$ cat src/hdl/gcn_pkg.sv
// ----------------------------------------------------------------------------
// gcn_pkg: shared types and constants for greedy class NMS
// Detection record layout, register indexes and the minimum box size.
// ----------------------------------------------------------------------------
package gcn_pkg;

	localparam int unsigned CfgIdxW = 1;
	localparam logic [CfgIdxW-1:0] REG_SCORE_THR = 1'd0;
	localparam logic [CfgIdxW-1:0] REG_IOU_THR   = 1'd1;
	localparam logic [15:0] MIN_SIZE_Q4 = 16'd16;
	localparam logic [8:0]  IOU_THR_RESET = 9'd115;

	typedef struct packed {
		logic [7:0]  class_id;
		logic [15:0] left;
		logic [15:0] top;
		logic [15:0] width;
		logic [15:0] height;
		logic [15:0] score;
		logic [5:0]  index;
	} det_t;

	// Broadcast from the sequencer to every cell of the chain
	typedef struct packed {
		logic shift_in;   // insert a new record in score order, lower ones shift down
		logic step;       // present head record to chain, shift out
		logic clear;      // drop all contents
	} cell_ctl_t;

endpackage

$ cat src/hdl/gcn_kept_cell.sv
// ----------------------------------------------------------------------------
// gcn_kept_cell: one slot of the kept-box chain
// Holds a kept record and tests it against the candidate over a short
// pipeline: overlap, then products, then the threshold compare.
// ----------------------------------------------------------------------------
module gcn_kept_cell (
	input  logic                clk,
	input  logic                arst_n,
	input  logic                clear,
	input  logic                load,
	input  gcn_pkg::det_t       load_det,
	input  gcn_pkg::det_t       cand,
	input  logic [8:0]          iou_thr,
	output logic                hit       // registered at the end of the overlap, product and compare pipeline
);
	logic          valid_q;
	gcn_pkg::det_t det_q;
	logic [16:0]   ar, br, ab, bb, lo_x, hi_x, lo_y, hi_y;
	logic [15:0]   ox, oy;
	logic          same;
	logic [15:0]   ox_s1, oy_s1, aw_s1, ah_s1, bw_s1, bh_s1;
	logic          same_s1;
	logic [31:0]   inter_s2, a1_s2, a2_s2;
	logic          same_s2;
	logic [32:0]   uni;
	logic [41:0]   lhs, rhs;

	always_comb begin
		ar = {1'b0, cand.left} + {1'b0, cand.width};
		br = {1'b0, det_q.left} + {1'b0, det_q.width};
		ab = {1'b0, cand.top} + {1'b0, cand.height};
		bb = {1'b0, det_q.top} + {1'b0, det_q.height};
		lo_x = (cand.left > det_q.left) ? {1'b0, cand.left} : {1'b0, det_q.left};
		hi_x = (ar < br) ? ar : br;
		lo_y = (cand.top > det_q.top) ? {1'b0, cand.top} : {1'b0, det_q.top};
		hi_y = (ab < bb) ? ab : bb;
		// overlap never exceeds the smaller width, so 16 bits hold it
		ox = (hi_x > lo_x) ? 16'(hi_x - lo_x) : 16'd0;
		oy = (hi_y > lo_y) ? 16'(hi_y - lo_y) : 16'd0;
		same = valid_q && (cand.class_id == det_q.class_id);
	end

	always_ff @(posedge clk) begin
		ox_s1 <= ox; oy_s1 <= oy;
		aw_s1 <= cand.width; ah_s1 <= cand.height;
		bw_s1 <= det_q.width; bh_s1 <= det_q.height;
		same_s1 <= same;
		inter_s2 <= ox_s1 * oy_s1;
		a1_s2 <= aw_s1 * ah_s1;
		a2_s2 <= bw_s1 * bh_s1;
		same_s2 <= same_s1;
	end

	always_comb begin
		uni = {1'b0, a1_s2} + {1'b0, a2_s2} - {1'b0, inter_s2};
		lhs = {2'b0, inter_s2, 8'd0};
		rhs = 42'(uni) * 42'(iou_thr);
	end

	always_ff @(posedge clk or negedge arst_n) begin
		if (!arst_n) begin
			valid_q <= 1'b0;
			hit <= 1'b0;
		end else begin
			hit <= same_s2 && (uni != 33'd0) && (lhs > rhs);
			if (clear) valid_q <= 1'b0;
			else if (load) valid_q <= 1'b1;
		end
	end

	always_ff @(posedge clk) begin
		if (load) det_q <= load_det;
	end
endmodule

$ cat config.mk
export PLATFORM = sky130hd
export DESIGN_NAME = gcn_kept_cell
export DESIGN_NICKNAME = d
export VERILOG_FILES = /design/src/hdl/gcn_pkg.sv /design/src/hdl/gcn_kept_cell.sv
export SDC_FILE = /design/constraint.sdc
export NUM_CORES = 2
export LEC_CHECK = 0
export ABC_AREA = 1
export BUFFER_PORTS_ARGS = -buffer_cell sky130_fd_sc_hd__buf_2
export CAP_MARGIN = 10
export CORE_MARGIN = 2
export CORE_UTILIZATION = 55
export CTS_BUF_LIST = sky130_fd_sc_hd__clkbuf_8
export CTS_CLUSTER_DIAMETER = 60
export DETAILED_ROUTE_END_ITERATION = 6
export PLACE_DENSITY = 0.82
export SKIP_LAST_GASP = 1
export SYNTH_ARGS = -nofsm -noshare
export SYNTH_HDL_FRONTEND = slang
export SYNTH_SLANG_ARGS = --single-unit
$ cat constraint.sdc
create_clock -name clk -period 14.4 [get_ports clk]
set_input_delay 1.44 -clock clk [delete_from_list [all_inputs] [get_ports clk]]
set_output_delay 1.44 -clock clk [all_outputs]
set_load 0.01 [all_outputs]
=== Word-level counts from Yosys, hierarchy flattened ===
Cells that the tools add are included.

* Memory bits (writable): 0
* Bits of input ports: 201
* Output and inout bits: 1
* Memories: 0
* Latch bits: 0
* ROM bits: 0
* Bits in registers: 268
* Word-level logic and storage cells: 49

* $add $sub $neg: 8
* $mul: 4
* Shift-type cells: 0
* Equality and inequality tests: 1
* Reductions and logical operators: 5
* Div/mod/pow operators: 0
* $lt $le $gt $ge: 7
* Multiplexer cells: 6
* Bitwise operators: 0

{| class="wikitable"
|+ Operators with widths
! kind !! count
|-
| $mul A16 B16 Y32 || 3
|-
| $add A16 B16 Y17 || 4
|-
| $gt A40 B42 Y1 || 1
|-
| $mul A33 B9 Y42 || 1
|-
| $gt A17 B16 Y1 || 2
|-
| $lt A17 B17 Y1 || 2
|-
| $mux W17 || 2
|-
| $add A32 B32 Y33 || 1
|-
| $reduce_bool A33 Y1 || 1
|-
| $sub A33 B32 Y33 || 1
|-
| $gt A16 B16 Y1 || 2
|-
| $mux W16 || 2
|-
| $sub A16 B16 Y16 || 2
|-
| $eq A8 B8 Y1 || 1
|-
| $logic_and A1 B1 Y1 || 3
|-
| $mux W1 || 2
|-
| $reduce_bool A2 Y1 || 1
|}

=== Longest topological paths before layout ===
* Word-level depth: 5
* Gate-level depth with buffers: 53
* Depth with buffers taken out: 53

=== Worst setup path after synthesis ===
OpenSTA, ideal clock, no wires.

* Path kind: reg2reg
* From: register inter_s2[12]
* To: register hit
* Data arrival time: 6.921 ns
* Path slack: 7.366 ns
* Buffers on the path: 0
* Setup time: 0.113 ns
* Stages on the path, launching flop included: 47
* Required time: 14.287 ns
* Path through: dfxtp_1 > fa_1 > inv_1 > ha_1 > nand2_1 > nor2_1 > nand2_1 > inv_1 > nand2_1 > nand2_1 > nand2_2 > nand2_2 > inv_2 > o21ai_1 > or2_2 > nand2_4 > inv_1 > nand2_1 > [... 11 more ...] > nor2_1 > a211oi_1 > nand3_1 > nand2_1 > nand2_1 > xor2_1 > ha_1 > nand2_1 > nor3_1 > nand2_1 > nor4_1 > nand2_1 > o21ai_0 > inv_1 > nand3_1 > nor2_1 > nand2_1 > inv_1

* Longest elaborated chain between the ends: 4

{| class="wikitable"
|+ Ends and longest elaborated chain
! item !! line !! text
|-
| start, declared || gcn_kept_cell.sv:23 || <nowiki>logic [31:0] inter_s2, a1_s2, a2_s2;</nowiki>
|-
| start signal, assigned || gcn_kept_cell.sv:48 || <nowiki>inter_s2 <= ox_s1 * oy_s1;</nowiki>
|-
| $sub A33 B32 Y33 || gcn_kept_cell.sv:55 || <nowiki>uni = {1'b0, a1_s2} + {1'b0, a2_s2} - {1'b0, inter_s2};</nowiki>
|-
| $mul A33 B9 Y42 / $reduce_bool A33 Y1 (equally long branches) || gcn_kept_cell.sv:57, gcn_kept_cell.sv:65 ||
|-
| $gt A40 B42 Y1 / $logic_and A1 B1 Y1 (equally long branches) || gcn_kept_cell.sv:65 || <nowiki>hit <= same_s2 && (uni != 33'd0) && (lhs > rhs);</nowiki>
|-
| $logic_and A1 B1 Y1 (*) || gcn_kept_cell.sv:65 ||
|-
| end signal, assigned || gcn_kept_cell.sv:65 ||
|-
| end, declared || gcn_kept_cell.sv:14 || <nowiki>output logic hit</nowiki>
|}

Mark *: on every way between the ends. The rest lies on a longest branch, timed or not.
A chain may end at the register's enable or synchronous reset.

=== Worst setup path after layout ===
* From: register inter_s2[18]
* To: register hit

The elaborated chain is that of the path after synthesis.

==> results.yml <==
outcome:
  status: "finished clean"
clock_network:
  clkLatencyLatePin_ps: 660
  cts_buffer_depth: 3
  clk_pin_slew_ps: 70
  post_cts_buffers: 0
  post_cts_resized: 0
  cts_tree: "done"
  htree_num_levels: 2
  cts_buffers: 47
  clock-root-buffer: "clkbuf_8"
  numClockSinks: 268
  holdBufCountCts: 0
critical_path:
  crit_type: "reg2reg"
  critPathMostFrequentCell: "inv_1"
  slowest_stage: "fa_1"
  start_kind: "flop"
  r2r-end: "hit"
  worstPathRequired_ps: 14870
  r2r_slack_ps: 5820
  ff2ff_path_depth: 37
  worstPathArrival_ps: 9050
  critPathMaxFanout: 8
  cpPeakStageDelay_ps: 570
  cp-end-kind: "flop"
  r2r-start: "inter_s2[18]"
detailed_routing:
  vias: 42625
  vias_per_cell: 5.34
  ant_nets: 0
  wire_per_inst_um: 17.1
  drc: 0
  drt_iter0_markers: 2982
  routed_wl_um: 136000
  dr.pass1.iters: 5
synthesis:
  async_flop_share_pct: 0.746
  synth_seq_cells: 268
  yosys.area.top_type: "fa_1"
  ys.flop_type: "dfxtp_1"
  synth_top_area_share_pct: 32.2
  avgSynthCellArea_um2: 7.77
  syn-instance-count: 6711
  synth_nets: 8349
  yosys_warnings: 0
  synth_area_leaders: "fa_1, ha_1, inv_1"
  yosysUniqueCellTypes: 62
  synth_edf_count: 72
  yosysSeqAreaShare_pct: 11.7
  syn-cell-area_um2: 52200
floorplanning:
  rows: 112
  die_area_um2: 97300
  die_y_um: 312
  coreArea_um2: 93600
  io_pins: 202
  start_util_pct: 55.7
  die_w_um: 312
placed_design:
  dpl.hpwl_um: 115000
  globalplace.congestion: 0.990
  io_buffers: 157
grt:
  grt_max_degree: 74
  track_usage_pct: 28.8
  antenna_found_initial: 1
  overflow: 0
  grt_pass1_vias: 45551
  grt_pass1_wl_um: 226000
sta:
  slew_headroom_pct: 23.6
  hold_viol_final: 0
  min_period_ps: 8580
  max_slew.worst_pin.slew_ps: 1140
  setup_viol: 0
  fin_tns_setup_ps: 0
  drv_slew: 0
  rsz0062_at_grt: "false"
  timing.final.crit_share_pct: 59.6
  fin_worst_skew_ps: 44.0
  fmax_mhz: 117
final_layout:
  drive_gt1_share_pct: 5.25
  nFillCells: 8431
  area_growth_pct: 4.83
  antenna_cells: 0
  final_common_cell: "inv_1"
  layout.nets: 8325
  mostFrequentLayoutCells: "inv_1, nand2_1, fa_1"
worst_hold_path:
  worstHoldEndpoint: "same_s2"
  hold_start: "same_s1"
  hold_class: "reg2reg"
  holdPathStages: 0
flow_run:
  maxCapViolCount: 0
[registers in the layout, summed over array words and instances, names as in the netlist]
signal and count:
ox_s1 16, oy_s1 16, bh_s1 16, inter_s2 32, hit 1, bw_s1 16, same_s2 1, a1_s2 32
a2_s2 32, det_q 72, valid_q 1, ah_s1 16, aw_s1 16, same_s1 1
[Yosys cell counts, types with 15 or more instances]
| library cell | count |
|---|---|
| inv_1 | 1678 |
| edfxtp_1 | 72 |
| nand3_1 | 117 |
| xor2_1 | 128 |
| dfxtp_1 | 194 |
| a21o_1 | 17 |
| o21bai_1 | 15 |
| nor2_1 | 353 |
| nand2_2 | 36 |
| ha_1 | 599 |
| xnor2_1 | 78 |
| a31oi_1 | 16 |
| o21ai_0 | 163 |
| a21oi_1 | 287 |
| clkbuf_1 | 233 |
| fa_1 | 838 |
| nand4_1 | 41 |
| nand2_1 | 1606 |
| nor3_1 | 32 |
[worst max-delay path: cells and delay by family, from the launching register on]
family,cells,cell delay [ps]
AO/OA/AOI/OAI,7,1400
XOR/XNOR,1,170
adder cells (fa/ha/maj),8,3750
buffers and inverters,8,630
flip-flops,1,420
AND/OR/NAND/NOR,13,1990
[worst max-delay path by stage]
stage	startpoint	slack, ps	endpoint
2_1_floorplan	inter_s2[12]	7370	hit
3_3_place_gp	inter_s2[18]	6010	hit
3_5_place_dp	inter_s2[13]	5950	hit
4_1_cts	inter_s2[0]	5870	hit
5_1_grt	inter_s2[13]	5190	hit
6_report	inter_s2[18]	5820	hit
[metal layers]
metal	wire (um)	GRT usage, %	vias up
met1	54000	36.1	20532
li1	-	-	19958
met3	11100	4.77	360
met5	0	0	-
met4	7850	14.6	0
met2	63200	48.3	1775
[cell type report]
class / instances / area (um^2) / area share (%)
inverters: 1692 / 6350 / 11.6
well taps: 1254 / 1570 / 2.87
clock buffers: 52 / 716 / 1.31
flip-flops and latches: 268 / 6100 / 11.1
multi-input cells: 4510 / 38800 / 70.9
clock inverters: 35 / 289 / 0.529
repair buffers: 168 / 871 / 1.59
[logic make-up (layout without fill, tap and decap cells)]
kind of cell    after synthesis  in the layout  share of synthesized area (%)
buf+inv                    1933           1947                           13.9
simple gates               2250           2250                           17.4
fa+ha+maj                  1437           1437                           46.5
mux                           1              1                         0.0192
compound gates              612            612                           6.77
xor+xnor                    210            210                           3.63
flops                       268            268                           11.7
[per-stage QoR]
| stage | instances | setup slack, ps | utilization (%) | cell area [um^2] | hold WS (ps) |
|---|---|---|---|---|---|
| floorplan | 6711 | 7370 | - | 52200 | 310 |
| global placement | 7892 | 6010 | 57.3 | 53700 | 315 |
| detailed placement | 7892 | 5950 | 57.3 | 53700 | 329 |
| CTS | 7979 | 5870 | 58.4 | 54700 | 353 |
| global route | 7979 | 5190 | 58.4 | 54700 | 359 |
| finish | 7979 | 5820 | 58.4 | 54700 | 349 |
Power is left out: the tool's default activity adds up to more than one toggle a clock period on the data nets, which glitch-free logic cannot reach.
