### config.mk
export PLATFORM = sky130hd
export DESIGN_NAME = gcn_sort_cell
export DESIGN_NICKNAME = d
export VERILOG_FILES = /design/src/hdl/gcn_pkg.sv /design/src/hdl/gcn_sort_cell.sv
export SDC_FILE = /design/constraint.sdc
export NUM_CORES = 1
export LEC_CHECK = 0
export BUFFER_PORTS_ARGS = -buffer_cell sky130_fd_sc_hd__buf_2
export CAP_MARGIN = 20
export CORE_AREA = 2 2 149 151
export DETAILED_ROUTE_END_ITERATION = 12
export DIE_AREA = 0 0 151 153
export PLACE_DENSITY_LB_ADDON = 0.25
export SETUP_SLACK_MARGIN = 0.02
export SYNTH_ARGS = -nofsm -noshare
export SYNTH_HDL_FRONTEND = slang
export SYNTH_SLANG_ARGS = --single-unit
### constraint.sdc
create_clock -name clk -period 5.3 [get_ports clk]
set_clock_uncertainty 0.05 [all_clocks]
set_input_delay 1.06 -clock clk [delete_from_list [all_inputs] [get_ports clk]]
set_output_delay 1.06 -clock clk [all_outputs]
set_load 0.01 [all_outputs]
### src/hdl/gcn_pkg.sv
// ----------------------------------------------------------------------------
// gcn_pkg: shared types and constants for greedy class NMS
// Detection record layout, register indexes and the minimum box size.
// ----------------------------------------------------------------------------
package gcn_pkg;

	localparam int unsigned CfgIdxW = 1;
	localparam logic [CfgIdxW-1:0] REG_SCORE_THR = 1'd0;
	localparam logic [CfgIdxW-1:0] REG_IOU_THR   = 1'd1;
	localparam logic [15:0] MIN_SIZE_Q4 = 16'd16;
	localparam logic [8:0]  IOU_THR_RESET = 9'd115;

	typedef struct packed {
		logic [7:0]  class_id;
		logic [15:0] left;
		logic [15:0] top;
		logic [15:0] width;
		logic [15:0] height;
		logic [15:0] score;
		logic [5:0]  index;
	} det_t;

	// Broadcast from the sequencer to every cell of the chain
	typedef struct packed {
		logic shift_in;   // insert a new record in score order, lower ones shift down
		logic step;       // present head record to chain, shift out
		logic clear;      // drop all contents
	} cell_ctl_t;

endpackage

### src/hdl/gcn_sort_cell.sv
// ----------------------------------------------------------------------------
// gcn_sort_cell: one slot of the insertion-sort chain
// Holds one record; on insertion keeps its own, takes the new record or the
// neighbour's, keeping score order, highest first and ties in arrival order.
// ----------------------------------------------------------------------------
module gcn_sort_cell (
	input  logic                clk,
	input  logic                arst_n,
	input  gcn_pkg::cell_ctl_t  ctl,
	input  gcn_pkg::det_t       new_det,
	input  logic                prev_valid,
	input  gcn_pkg::det_t       prev_det,
	input  logic                prev_beats,   // new record goes above the upstream cell
	input  logic                next_valid,
	input  gcn_pkg::det_t       next_det,
	output logic                valid,
	output gcn_pkg::det_t       det,
	output logic                beats
);
	logic          valid_q;
	gcn_pkg::det_t det_q;
	logic          prev_moves;
	logic          lands;

	// new item goes before this one when this cell is empty or the new score is strictly higher (stable)
	assign beats = !valid_q || (new_det.score > det_q.score);
	// upstream record shifts down into this cell
	assign prev_moves = prev_valid && prev_beats;
	// first beaten cell takes the new record
	assign lands = beats && !prev_beats;

	always_ff @(posedge clk or negedge arst_n) begin
		if (!arst_n) begin
			valid_q <= 1'b0;
		end else if (ctl.clear) begin
			valid_q <= 1'b0;
		end else if (ctl.shift_in) begin
			valid_q <= valid_q || prev_moves || lands;
		end else if (ctl.step) begin
			valid_q <= next_valid;
		end
	end

	always_ff @(posedge clk) begin
		if (ctl.shift_in) begin
			if (prev_moves) det_q <= prev_det;
			else if (lands) det_q <= new_det;
		end else if (ctl.step) begin
			det_q <= next_det;
		end
	end

	assign valid = valid_q;
	assign det   = det_q;
endmodule

# --- After elaboration in Yosys (flattened, before gate mapping) ---
# Cells that the tools add are included.
totals:
  reg_bits: 95
  in_bits: 290
  out_inout_bits: 96
classes:
  magnitude_cmp: 1
  eq_ne: 1
  mux: 7
  reduce_logical: 10
op_table:
  columns: ["operator", "count"]
  rows:
  - ["$mux 94", 4]
  - ["$gt 16x16->1", 1]
  - ["$logic_or 1x1->1", 3]
  - ["$mux 1", 3]
  - ["$ne 3x1->1 const B", 1]
  - ["$reduce_bool 3->1", 1]
  - ["$logic_and 1x1->1", 2]
  - ["$logic_not 1->1", 2]
  - ["$reduce_and 2->1", 1]
  - ["$reduce_bool 2->1", 1]

# --- Logic depth before layout (Yosys ltp) ---
# Gate-level depths: netlist (run 1).
logic_depth:
  word_depth: 6
  mapped_depth: 7
  ltp_nobuf: 7

# --- Least setup slack after synthesis (run 1) ---
# No wires, ideal clock.
synth_path:
  path_kind: "input to register"
  from: "in new_det[20] in the netlist's numbering"
  to: "reg det_q, in the netlist det[0] (enable)"
  setup_ps: 461
  arrival_ps: 4399
  slack_ps: 389
  stages: 5
  path_buffers: 0
  cell_sequence: "ha_1 > nand4_1 > or4_1 > a31oi_1 > a31o_1"
synth_between:
  elab_chain_len: 5
synth_rtl:
  columns: ["item", "line_no", "rtl"]
  rows:
  - ["start: declaration", "gcn_sort_cell.sv:10", "input gcn_pkg::det_t new_det,"]
  - ["$gt 16x16->1", "gcn_sort_cell.sv:26", "assign beats = !valid_q || (new_det.score > det_q.score);"]
  - ["$logic_or 1x1->1", "gcn_sort_cell.sv:26", null]
  - ["$logic_and 1x1->1", "gcn_sort_cell.sv:30", "assign lands = beats && !prev_beats;"]
  - ["$ne 3x1->1 (no line)", null, null]
  - ["$reduce_and 2->1 (no line)", null, null]
  - ["end signal: assignment", "gcn_sort_cell.sv:46", "if (prev_moves) det_q <= prev_det;"]
  - ["end signal: assignment", "gcn_sort_cell.sv:47", "else if (lands) det_q <= new_det;"]
  - ["end signal: assignment", "gcn_sort_cell.sv:49", "det_q <= next_det;"]
  - ["end: declaration", "gcn_sort_cell.sv:21", "gcn_pkg::det_t det_q;"]
# Every way passes these cells.
# A chain may end at the register's enable or synchronous reset.

# --- Worst setup path after layout (run 1) ---
layout_path:
  from: "in new_det[19] in the netlist's numbering"
  to: "out beats"
layout_between:
  elab_chain_len: 2
layout_rtl:
  columns: ["item", "line_no", "rtl"]
  rows:
  - ["$gt 16x16->1", "gcn_sort_cell.sv:26", null]
  - ["$logic_or 1x1->1", "gcn_sort_cell.sv:26", null]
  - ["end: declaration", "gcn_sort_cell.sv:18", "output logic beats"]
# Every way passes these cells.

==> impl_results.md, run 1 <==
- Data arrival, critical path: 3.01 ns
- Post-layout util: 35.9%
- Slew @ Worst Pin: 0.910 ns
- Clock sink count: 95
- Crit-path max FO: 2
- Post-cts sizing count: 0
- Core ar.: 0.0215 sq mm
- H-Tree Depth: 3
- Fmax achieved: 243 MHz
- CP bufs+invs: 2
- Cell Count, Final, Fillers Out: 1132
- Crit-path cells: buf_2, ha_1, a21o_1, a21o_1, a2111oi_0, a31oi_1, nand2b_1, buf_2
- Number of hold-repair buffers added at the cts stage: 0
- Avg Vias per Cell: 4.21
- Hold Crit Class: in2async
- Gr usage total: 13.5%
- Post-synthesis instance total: 475
- CTS Root Cell: clkbuf_16
- Pwr/cell area: 266 mW/mm^2
- VDD IR max: 0.133 mV
- Tmin final: 4.12 ns
- Die Width: 151 um
- Vias: 4767
- Largest area contributor in the synthesized netlist: edfxtp_1
- Netlist Area Pre-Place: 0.00521 sq mm
- Setup crit end kind: output pin
- DR WL/cell: 14.5 um
- Fin worst setup slack: 1.18 ns
- CTS Buf Count: 9
- Setup WS pre-CTS: 1.14 ns
- Syn_nets: 781
- Placed cell count: 1115
- Synth area leaders: edfxtp_1, mux2i_1, a21oi_1
- Status: completed
- DRT Wirelength: 16.4 mm
- Endpoints failing hold: 0
- Unrepaired setup endpoints after global routing: no
- Chip Height: 153 um
- Post-route ant nets: 0
- Syn Area/Cell: 11.0 sq um
- Pre-Repair DR Iteration Count: 4
- Setup Viol. Count Final: 0
- Final Cycle Share: 77.7%
- Number of synthesized flops with an enable pin: 94
- CTS tree: yes
- Placer Congestion: 0.790
- Final Cell Area: 0.00772 sq mm
- Synth unique cells: 26
- Final Max Tran Viols: 0
- Area delta synth->final: 48.2%
- Worst EP required: 4.19 ns
- Ys Warns: 0
- Yosys top cell area share: 54.2%
- R2R Setup Slk: 2.34 ns
- Prevailing post-synth register cell: edfxtp_1
- CP Class: in2out
- Sequential cell area fraction in the yosys report: 54.6%
- DRC viols: 0
- CP max stage delay: 0.59 ns
- Placed cell area: 0.00744 sq mm
- Vias in the first global route: 4458
- Clock buffer depth: 2
- FF+latch count, synth: 95
- Port bufs: 385
- Worst-skew pair later-pin latency: 0.34 ns
- Critical-path top delay cell: a2111oi_0
- Global-route wire length before repair: 23.6 mm
- Starting DRC count in detailed routing: 161
- Setup TNS: 0 ns
- DP HPWL: 13.4 mm
- Relative slew slack: 39.3%
- Nets@finish: 1152
- LEAKAGE: 3.99 nW
- Nature of the critical path startpoint: input port
- Initial antenna violation count: 1
- CP top delay family: compound AO/OA/AOI/OAI gates
- FP Rows: 54
- # IOs: 386
- Congestion Overflow GR: 0
- Reg clk slew, reported paths: 0.07 ns
- Post-CTS setup buffers: 0
- Max cap viols: 0
- Pin count of the biggest net entering global routing: 100
- Asr flop ratio synth: 1.05%
- Initial Util: 24.3%
- Die area: 0.0231 sq mm
- Fraction of layout cells with a size suffix above 1: 48.1%
synth_stat cells, types with 2 or more instances:
library cell and number:
a211oi_1 2, nand2_1 3, nand2b_1 2, nor2_1 98
o21ai_0 2, nand4_1 2, edfxtp_1 94, a21oi_1 99
mux2i_1 94, a21o_1 3, clkbuf_1 21, inv_1 17
buf_2 10, ha_1 16
logic make-up (layout without fill, tap and decap cells):
group / count (synthesis) / in the layout / share of synthesized area (%)
DFF: 95 / 95 / 54.6
AOI/OAI and AO/OA: 111 / 111 / 11.3
buffers and inverters: 48 / 424 / 3.70
muxes: 94 / 94 / 18.1
adders and majority gates: 16 / 16 / 3.84
and+or+nand+nor: 111 / 111 / 8.52
other: 0 / 1 / 0
path summary, 6_finish.rpt:
kind,startpoint,endpoint,depth (start not counted)
min,arst_n,valid,1
max reg2reg,det[19],det[57],7
min in group clk,valid,valid,2
max in group asynchronous,arst_n,valid,1
max,new_det[19],beats,8
min reg2reg,valid,valid,2
flip-flops by register name, indices dropped and copies added, names as in the netlist:
name / cells
det: 94
valid: 1
cell usage in the layout (no fill, tap or decap), types with 2 or more instances in the layout:
| master | netlist | layout |
|---|---|---|
| nand2b_1 | 2 | 2 |
| nor2_1 | 98 | 98 |
| mux2i_1 | 94 | 94 |
| nand4_1 | 2 | 2 |
| a21oi_1 | 99 | 99 |
| o21ai_0 | 2 | 2 |
| buf_2 | 10 | 384 |
| inv_6 | 0 | 3 |
| inv_1 | 17 | 17 |
| clkbuf_16 | 0 | 9 |
| edfxtp_1 | 94 | 94 |
| buf_4 | 0 | 5 |
| a211oi_1 | 2 | 2 |
| nand2_1 | 3 | 2 |
| ha_1 | 16 | 16 |
| a21o_1 | 3 | 3 |
cell type report:
cell class                      instances  area (sq um)
Clock buffer                            9           225
Fill cell                            2246         13800
Antenna cell                            1          2.50
Sequential cell                        95          2850
Multi-Input combinational cell        332          2190
Tap cell                              280           350
Inverter                               17          63.8
Clock inverter                          7          55.1
Timing Repair Buffer                  391          1990
through the flow:
step | hold slack (ns) | total power, mW
2_1_floorplan | 0.579 | 1.21
3_3_place_gp | 0.626 | 1.46
3_5_place_dp | 0.626 | 1.46
4_1_cts | 0.402 | 2.10
5_1_grt | 0.401 | 2.17
6_report | 0.421 | 2.06
power breakdown:
part	switching [mW]	internal, mW
Clock	0.299	0.325
Sequential	0.0236	0.936
Combinational	0.258	0.216
per-layer routing:
layer  up-vias  track usage, %  share of wire (%)
met5         -               0                  0
met4         0            3.92               0.98
met3        11            4.45                8.3
met2       201            24.3                 52
met1      2072            14.9                 39
li1       2483               -                  -
No activity file was read; power rests on OpenSTA's default activity.
==> run 2: changes to the inputs <==
--- a/config.mk
+++ b/config.mk
@@ -5,6 +5,7 @@
 export SDC_FILE = /design/constraint.sdc
 export NUM_CORES = 1
 export LEC_CHECK = 0
+export ABC_AREA = 1
 export BUFFER_PORTS_ARGS = -buffer_cell sky130_fd_sc_hd__buf_2
 export CAP_MARGIN = 20
 export CORE_AREA = 2 2 149 151
==> constraint.sdc (replaced) <==
create_clock -name clk -period 4 [get_ports clk]
set_clock_uncertainty 0.05 [all_clocks]
set_input_delay 0.8 -clock clk [delete_from_list [all_inputs] [get_ports clk]]
set_output_delay 0.8 -clock clk [all_outputs]
set_load 0.01 [all_outputs]
==> run 2 against run 1 <==
- synthesized cell count grew 26%
- worst hold slack lost 0.23 ns
- design area shrank 0.68%
- critical path depth is the same
- die area is the same
- global-route usage grew 3.0 points
- non-clock buffer count grew 1
- critical path type unchanged
- largest power group unchanged
==> impl_results.md, run 2 <==
- Status: completed
- Setup crit end kind: output pin
- Gr usage total: 16.4% (+3.0 points)
- Logic gate share of total power: 22.5% (-0.5 points)
- CP Class: in2out
- Clock sink count: 95 (unchanged)
- Worst EP required: 3.15 ns (-1.04 ns)
- Initial antenna violation count: 3 (+2)
- Synth top cells by count: a21oi_1, nand2_1, nor2_1, edfxtp_1, buf_2
- Number of synthesized flops with an enable pin: 94 (unchanged)
- DR WL/cell: 15.7 um (+8.5%)
- DP HPWL: 15.2 mm (+13%)
- Number of hold-repair buffers added at the cts stage: 0 (unchanged)
- Syn_nets: 905 (+16%)
- Avg Vias per Cell: 4.48 (+6.5%)
- Critical Path Start: new_det[17]
- Vias in the first global route: 5449 (+22%)
- FF+latch count, synth: 95 (unchanged)
- Count leader, synth: a21oi_1
- CTS tree: yes
- Prevailing post-synth register cell: edfxtp_1
- Ys Warns: 0 (unchanged)
- Setup TNS: 0 ns (unchanged)
- Most common cell after layout, fill and taps aside: buf_2
- Pre-Repair DR Iteration Count: 5 (+1)
- Pin count of the biggest net entering global routing: 81 (-19%)
- Fmax achieved: 347 MHz
- Synth Area in Simple Gates: 16.5% (+8.0 points)
- Reg-to-reg startpoint: det[17]
- Sequential cell area fraction in the yosys report: 54.8% (+0.12 points)
- Synth unique cells: 18 (-31%)
- Crit-path max FO: 3 (+1)
- Post-synthesis instance total: 599 (+26%)
- XOR/XNOR Fraction of Synth Area: 0% (unchanged)
- Setup Viol. Count Final: 0 (unchanged)
- Data arrival, critical path: 2.04 ns (-0.97 ns)
- Setup WS pre-CTS: 0.906 ns (-0.238 ns)
- # IOs: 386 (unchanged)
- CTS Buf Count: 9 (unchanged)
- Commonest non-fill, non-tap cells in the layout: buf_2, a21oi_1, nand2_1, nor2_1, edfxtp_1
- Post-CTS setup buffers: 0 (unchanged)
- Max FFs per register: 94 (unchanged)
- Global-route wire length before repair: 29.1 mm (+24%)
- Post-cts sizing count: 0 (unchanged)
- Starting DRC count in detailed routing: 314 (+95%)
- Area delta synth->final: 47.5%
- Seq pwr share: 45.9% (-0.7 points)
- Max cap viols: 0 (unchanged)
- Sw Share: 28.0% (-0.21 points)
- Hold Crit Class: in2async
- DRT Wirelength: 19.6 mm (+20%)
- Compound-gate portion of the synthesized area: 19.0% (+7.7 points)
- Tmin final: 2.89 ns
- Die Width: 151 um (unchanged)
- Nature of the critical path startpoint: input port
- Port bufs: 385 (unchanged)
- Relative slew slack: 41.2% (+1.9 points)
- Mux cell area share after synthesis: 0% (-18 points)
- Nets@finish: 1267 (+10%)
- Worst-skew pair later-pin latency: 0.34 ns (about the same)
- Post-Synth Adder-Cell Area: 3.85% (+0.0083 points)
- Die area: 0.0231 sq mm (unchanged)
- Syn Area/Cell: 8.68 sq um (-21%)
- Placer Congestion: 0.853 (+8.0%)
- Slew @ Worst Pin: 0.882 ns (-0.0283 ns)
- Sw power: 0.769 mW (+32%)
- Reg clk slew, reported paths: 0.07 ns (about the same)
- Synth area leaders: edfxtp_1, a21oi_1, nand2_1
- DRC viols: 0 (unchanged)
- Clock buffer depth: 2 (unchanged)
- VDD IR max: 0.213 mV (+61%)
- Final Max Tran Viols: 0 (unchanged)
- Power share of the clock group: 31.6% (+1.2 points)
- Initial Util: 24.2% (-0.052 points)
- Post-route ant nets: 0 (unchanged)
- Netlist Area Pre-Place: 0.00520 sq mm (-0.22%)
- H-Tree Depth: 3 (unchanged)
- Congestion Overflow GR: 0 (unchanged)
- Vias: 5595 (+17%)
- Design Power: 2.75 mW (+33%)
- Post-layout util: 35.7% (-0.24 points)
- Yosys top cell area share: 54.3% (+0.12 points)
- Internal: 1.98 mW (+34%)
- Fraction of layout cells with a size suffix above 1: 42.5% (-5.5 points)
- Largest area contributor in the synthesized netlist: edfxtp_1
- Endpoints failing hold: 0 (unchanged)
- Main combinational cell family by area after synthesis: compound AO/OA/AOI/OAI gates
- Unrepaired setup endpoints after global routing: no
- Chip Height: 153 um (unchanged)
- FP Rows: 54 (unchanged)
- Asr flop ratio synth: 1.05% (unchanged)
- Final Cycle Share: 72.1%
- Core ar.: 0.0215 sq mm (unchanged)
- LEAKAGE: 3.57 nW (-11%)
- Pwr/cell area: 358 mW/mm^2 (+34%)
- CTS Root Cell: clkbuf_16
- Fin worst setup slack: 1.11 ns (-0.0671 ns)
## run 2: cell types whose count changed in the layout (fill, tap and decap cells not counted), moves of 2 or more
cell | before | now
a211oi_1 | 2 | 0
a21o_1 | 3 | 1
a21oi_1 | 99 | 194
buf_12 | 1 | 3
clkinvlp_4 | 0 | 3
inv_1 | 17 | 22
inv_6 | 3 | 1
mux2i_1 | 94 | 0
nand2_1 | 2 | 115
nand2b_1 | 2 | 0
nand3_1 | 0 | 4
nor2_1 | 98 | 102
## run 2: final cells by class
class | count | area, sq um
fillers | 2309 | 13800
flip-flops and latches | 95 | 2850
multi-input cells | 438 | 2050
repair buffers | 392 | 2020
well taps | 280 | 350
clock buffers | 10 | 229
inverters | 25 | 98.8
clock inverters | 6 | 70.1
diodes | 2 | 5.00
## run 2: per-stage QoR
step | hold WS (ns) | instances | area, sq um
final | 0.194 | 1248 | 7670
after floorplan | 0.454 | 599 | 5200
after global routing | 0.169 | 1248 | 7670
after detailed placement | 0.548 | 1230 | 7370
after CTS | 0.169 | 1246 | 7670
after global placement | 0.547 | 1230 | 7370
## run 2: power by group through the flow
stage          clock [mW]  sequential [mW]  combinational (mW)
2_1_floorplan           0             1.34               0.232
3_3_place_gp            0             1.28               0.625
3_5_place_dp            0             1.28               0.627
4_1_cts             0.904             1.26               0.629
5_1_grt             0.928             1.27               0.688
6_report            0.867             1.26               0.619
## run 2: path summary, 6_finish.rpt
path                       endpoint  slack, ns  cells past startpoint
max                           beats       1.11                      8
min                           valid       0.19                      1
max reg2reg                 det[41]       1.49                     11
min reg2reg                   valid       0.56                      2
max in group asynchronous     valid       3.60                      1
min in group clk              valid       0.56                      2
## run 2: critical path, stage by stage
cell	delay, ns
buf_2	0.11
ha_1	0.31
nand4_1	0.12
nor3_1	0.25
nand3_1	0.11
nand2_1	0.14
nand2_1	0.06
buf_2	0.14
## run 2: logic make-up (layout without fill, tap and decap cells)
group,count (synthesis),in the layout
buffers and inverters,66,433
DFF,95,95
adders and majority gates,16,16
other,0,2
AOI/OAI and AO/OA,197,197
and+or+nand+nor,225,225
## run 2: metal layers
layer  track usage, %  share of wire [%]  vias up  wire [um]
met5                0              0.066        -         13
met3             4.21                7.4       35       1460
met1             19.5                 41     2530       8020
met4             6.90                2.8        2        557
met2             28.0                 49      244       9570
li1                 -                  -     2784          -
==> run 3: changes to the inputs <==
--- a/config.mk
+++ b/config.mk
@@ -5,7 +5,7 @@
 export SDC_FILE = /design/constraint.sdc
 export NUM_CORES = 1
 export LEC_CHECK = 0
-export ABC_AREA = 1
+export ABC_AREA = 0
 export BUFFER_PORTS_ARGS = -buffer_cell sky130_fd_sc_hd__buf_2
 export CAP_MARGIN = 20
 export CORE_AREA = 2 2 149 151
==> constraint.sdc (replaced) <==
create_clock -name clk -period 2.5 [get_ports clk]
set_clock_uncertainty 0.05 [all_clocks]
set_input_delay 0.5 -clock clk [delete_from_list [all_inputs] [get_ports clk]]
set_output_delay 0.5 -clock clk [all_outputs]
set_load 0.01 [all_outputs]
==> run 3 against run 2 <==
- the flow now finishes with violations (setup timing)
- non-clock buffer count is 37 higher
- sequential power up 61%
- routed wire length fell by 1.5%
- clock power up 59%
- final cell count shrank 6.3%
- combinational power rose by 120%
- critical path depth is 2 higher
- register-to-register slack worse by 1.7 ns
- sequential share of layout area decreased by 3.9 points
- count of clock-buffer cells in the layout is the same
- critical endpoint unchanged
- largest cell class unchanged
- highest routed layer unchanged
==> impl_results.md, run 3 (same netlist as run 1, synthesis figures left out) <==
- Final Cell Area: 0.00856 sq mm (+12%)
- Post-route ant nets: 0 (unchanged)
- RR Endpoint: det[15]
- VDD IR max: 0.365 mV (+71%)
- Nets@finish: 1190 (-6.1%)
- Slew @ Worst Pin: 0.707 ns (-0.174 ns)
- Setup crit end kind: output pin
- DRC viols: 0 (unchanged)
- CP bufs+invs: 4 (+2)
- R2R Setup Slk: -0.21 ns (-1.70 ns)
- GR Util met2: 28.7% (+0.71 points)
- Port bufs: 385 (unchanged)
- Most common cell on crit path: buf_4
- Area delta synth->final: 64.3%
- H-Tree Depth: 3 (unchanged)
- Worst EP required: 1.95 ns (-1.20 ns)
- Fraction of layout cells with a size suffix above 1: 51.8% (+9.3 points)
- Relative slew slack: 52.8% (+12 points)
- Final Cycle Share: 111%
- Logic gate share of total power: 28.2% (+5.7 points)
- Data arrival, critical path: 2.21 ns (+0.17 ns)
- Clock buffer depth: 2 (unchanged)
- Hold Crit Class: in2reg
- Tmin final: 2.76 ns
- Failing checks: setup timing
- CTS tree: yes
- Hold path startpoint: ctl[0]
- Crit-path cells: inv_2, ha_4, nand4_1, buf_4, nor2_1, a2111oi_2, buf_4, a31oi_4, nand2b_1, buf_2
- CP Class: reg2out
- DP HPWL: 14.9 mm (-2.1%)
- Cell Count, Final, Fillers Out: 1169 (-6.3%)
- Critical-path top delay cell: edfxtp_1
- Reg-to-reg startpoint: det[19]
- Initial antenna violation count: 6 (+3)
- Die Width: 151 um (unchanged)
- FP Rows: 54 (unchanged)
- Placed cell count: 1124 (-8.6%)
- Commonest non-fill, non-tap cells in the layout: buf_2, a21oi_1, nor2_1, mux2i_1, edfxtp_1
- Chip Height: 153 um (unchanged)
- Fmax achieved: 362 MHz
- Worst path depth: 10 (+2)
- Placer Congestion: 0.835 (-2.1%)
- DR WL/cell: 16.5 um (+5.2%)
- Reg clk slew, reported paths: 0.07 ns (about the same)
- Vias: 5030 (-10%)
- Pwr/cell area: 555 mW/mm^2 (+55%)
- Met3 usage in global routing: 6.90% (+2.7 points)
- Sw Share: 27.3% (-0.70 points)
- Global-route wire length before repair: 28.0 mm (-3.9%)
- Starting DRC count in detailed routing: 105 (-67%)
- Worst-skew pair later-pin latency: 0.35 ns (about the same)
- Met1 usage: 18.2% (-1.3 points)
- Worst reg2reg path depth: 13 (+2)
- CTS Root Cell: clkbuf_16
- Endpoints failing hold: 0 (unchanged)
- GRT busiest layer: met2
- Unrepaired setup endpoints after global routing: yes
- Max FFs per register: 94 (unchanged)
- Worst Hold End: valid
- Most common cell after layout, fill and taps aside: buf_2
- Gr usage total: 16.4% (-0.030 points)
- CP max stage delay: 0.41 ns (+0.10 ns)
- Clock sink count: 95 (unchanged)
- Avg Vias per Cell: 4.30 (-4.0%)
- Hold Path Cell Cnt: 2
- Core ar.: 0.0215 sq mm (unchanged)
- Nature of the critical path startpoint: flop
- Critical Path Start: det[19]
- Setup Viol. Count Final: 95 (+95)
- Crit-path max FO: 4 (+1)
- Pin count of the biggest net entering global routing: 117 (+44%)
- Max cap viols: 0 (unchanged)
- Internal: 3.45 mW (+75%)
- DRT Wirelength: 19.3 mm (-1.5%)
- CTS Buf Count: 9 (unchanged)
- Congestion Overflow GR: 0 (unchanged)
- Pre-Repair DR Iteration Count: 4 (-1)
- Initial Util: 24.3% (+0.052 points)
- Post-layout util: 39.8% (+4.1 points)
- Fin worst setup slack: -0.263 ns (-1.38 ns)
- Power share of the clock group: 29.1% (-2.5 points)
- Die area: 0.0231 sq mm (unchanged)
- Seq pwr share: 42.8% (-3.1 points)
- LEAKAGE: 4.35 nW (+22%)
- Placed cell area: 0.00765 sq mm (+3.9%)
- Vias in the first global route: 5029 (-7.7%)
- CP top delay family: buffers and inverters
- Status: finished, violations left
- # IOs: 386 (unchanged)
- Sw power: 1.30 mW (+69%)
- Final Max Tran Viols: 0 (unchanged)
## run 3: changes by cell type in the layout (fill, tap and decap cells not counted), moves of 7 or more
cell / delta
a21oi_1: -95
buf_12: +7
buf_16: +11
buf_4: +10
ha_1: -7
ha_4: +7
inv_1: -8
mux2i_1: +94
nand2_1: -113
## run 3: how the worst max path moves through the flow
stage	to	slack [ns]
finish	beats	-0.26
global route	beats	-0.38
CTS	beats	-0.31
detailed placement	det[54]	-0.27
global placement	beats	-0.22
floorplan	det[0]	-0.31
## run 3: power by group through the flow
stage / combinational [mW] / clock [mW] / sequential (mW)
6_report: 1.34 / 1.38 / 2.03
5_1_grt: 1.46 / 1.50 / 2.05
4_1_cts: 1.34 / 1.43 / 2.03
3_5_place_dp: 1.09 / 0 / 2.07
3_3_place_gp: 1.08 / 0 / 2.06
2_1_floorplan: 0.403 / 0 / 2.17
## run 3: layout make-up
class / count / area (sq um)
diodes: 1 / 2.50
clock buffers: 10 / 229
clock inverters: 5 / 58.8
fillers: 2166 / 12900
inverters: 17 / 63.8
multi-input cells: 332 / 2330
flip-flops and latches: 95 / 2850
well taps: 280 / 350
repair buffers: 429 / 2680
## run 3: timing repair
item                       CTS  global route
buffers inserted            14             2
setup endpoints to repair   95            95
cloned                      11             3
hold endpoints to repair     1             0
resized for setup           26             6
hold buffers                 1             0
pin swaps                    6             5
## run 3: through the flow
| step | hold slack [ns] | setup slack (ns) | setup TNS [ns] | total power, mW |
|---|---|---|---|---|
| 6_report | 0.257 | -0.263 | -15.26 | 4.75 |
| 5_1_grt | 0.245 | -0.375 | -23.95 | 5.01 |
| 4_1_cts | 0.234 | -0.308 | -15.33 | 4.80 |
| 3_5_place_dp | 0.243 | -0.274 | -23.73 | 3.15 |
| 3_3_place_gp | 0.244 | -0.222 | -19.56 | 3.15 |
| 2_1_floorplan | 0.154 | -0.311 | -29.20 | 2.57 |
## run 3: routing by layer
metal  up-vias  wire, um  part of all wire [%]
met2       234      9460                    49
met5         -        41                  0.21
li1       2563         -                     -
met4         6       320                   1.7
met1      2204      7450                    39
met3        23      2050                    11
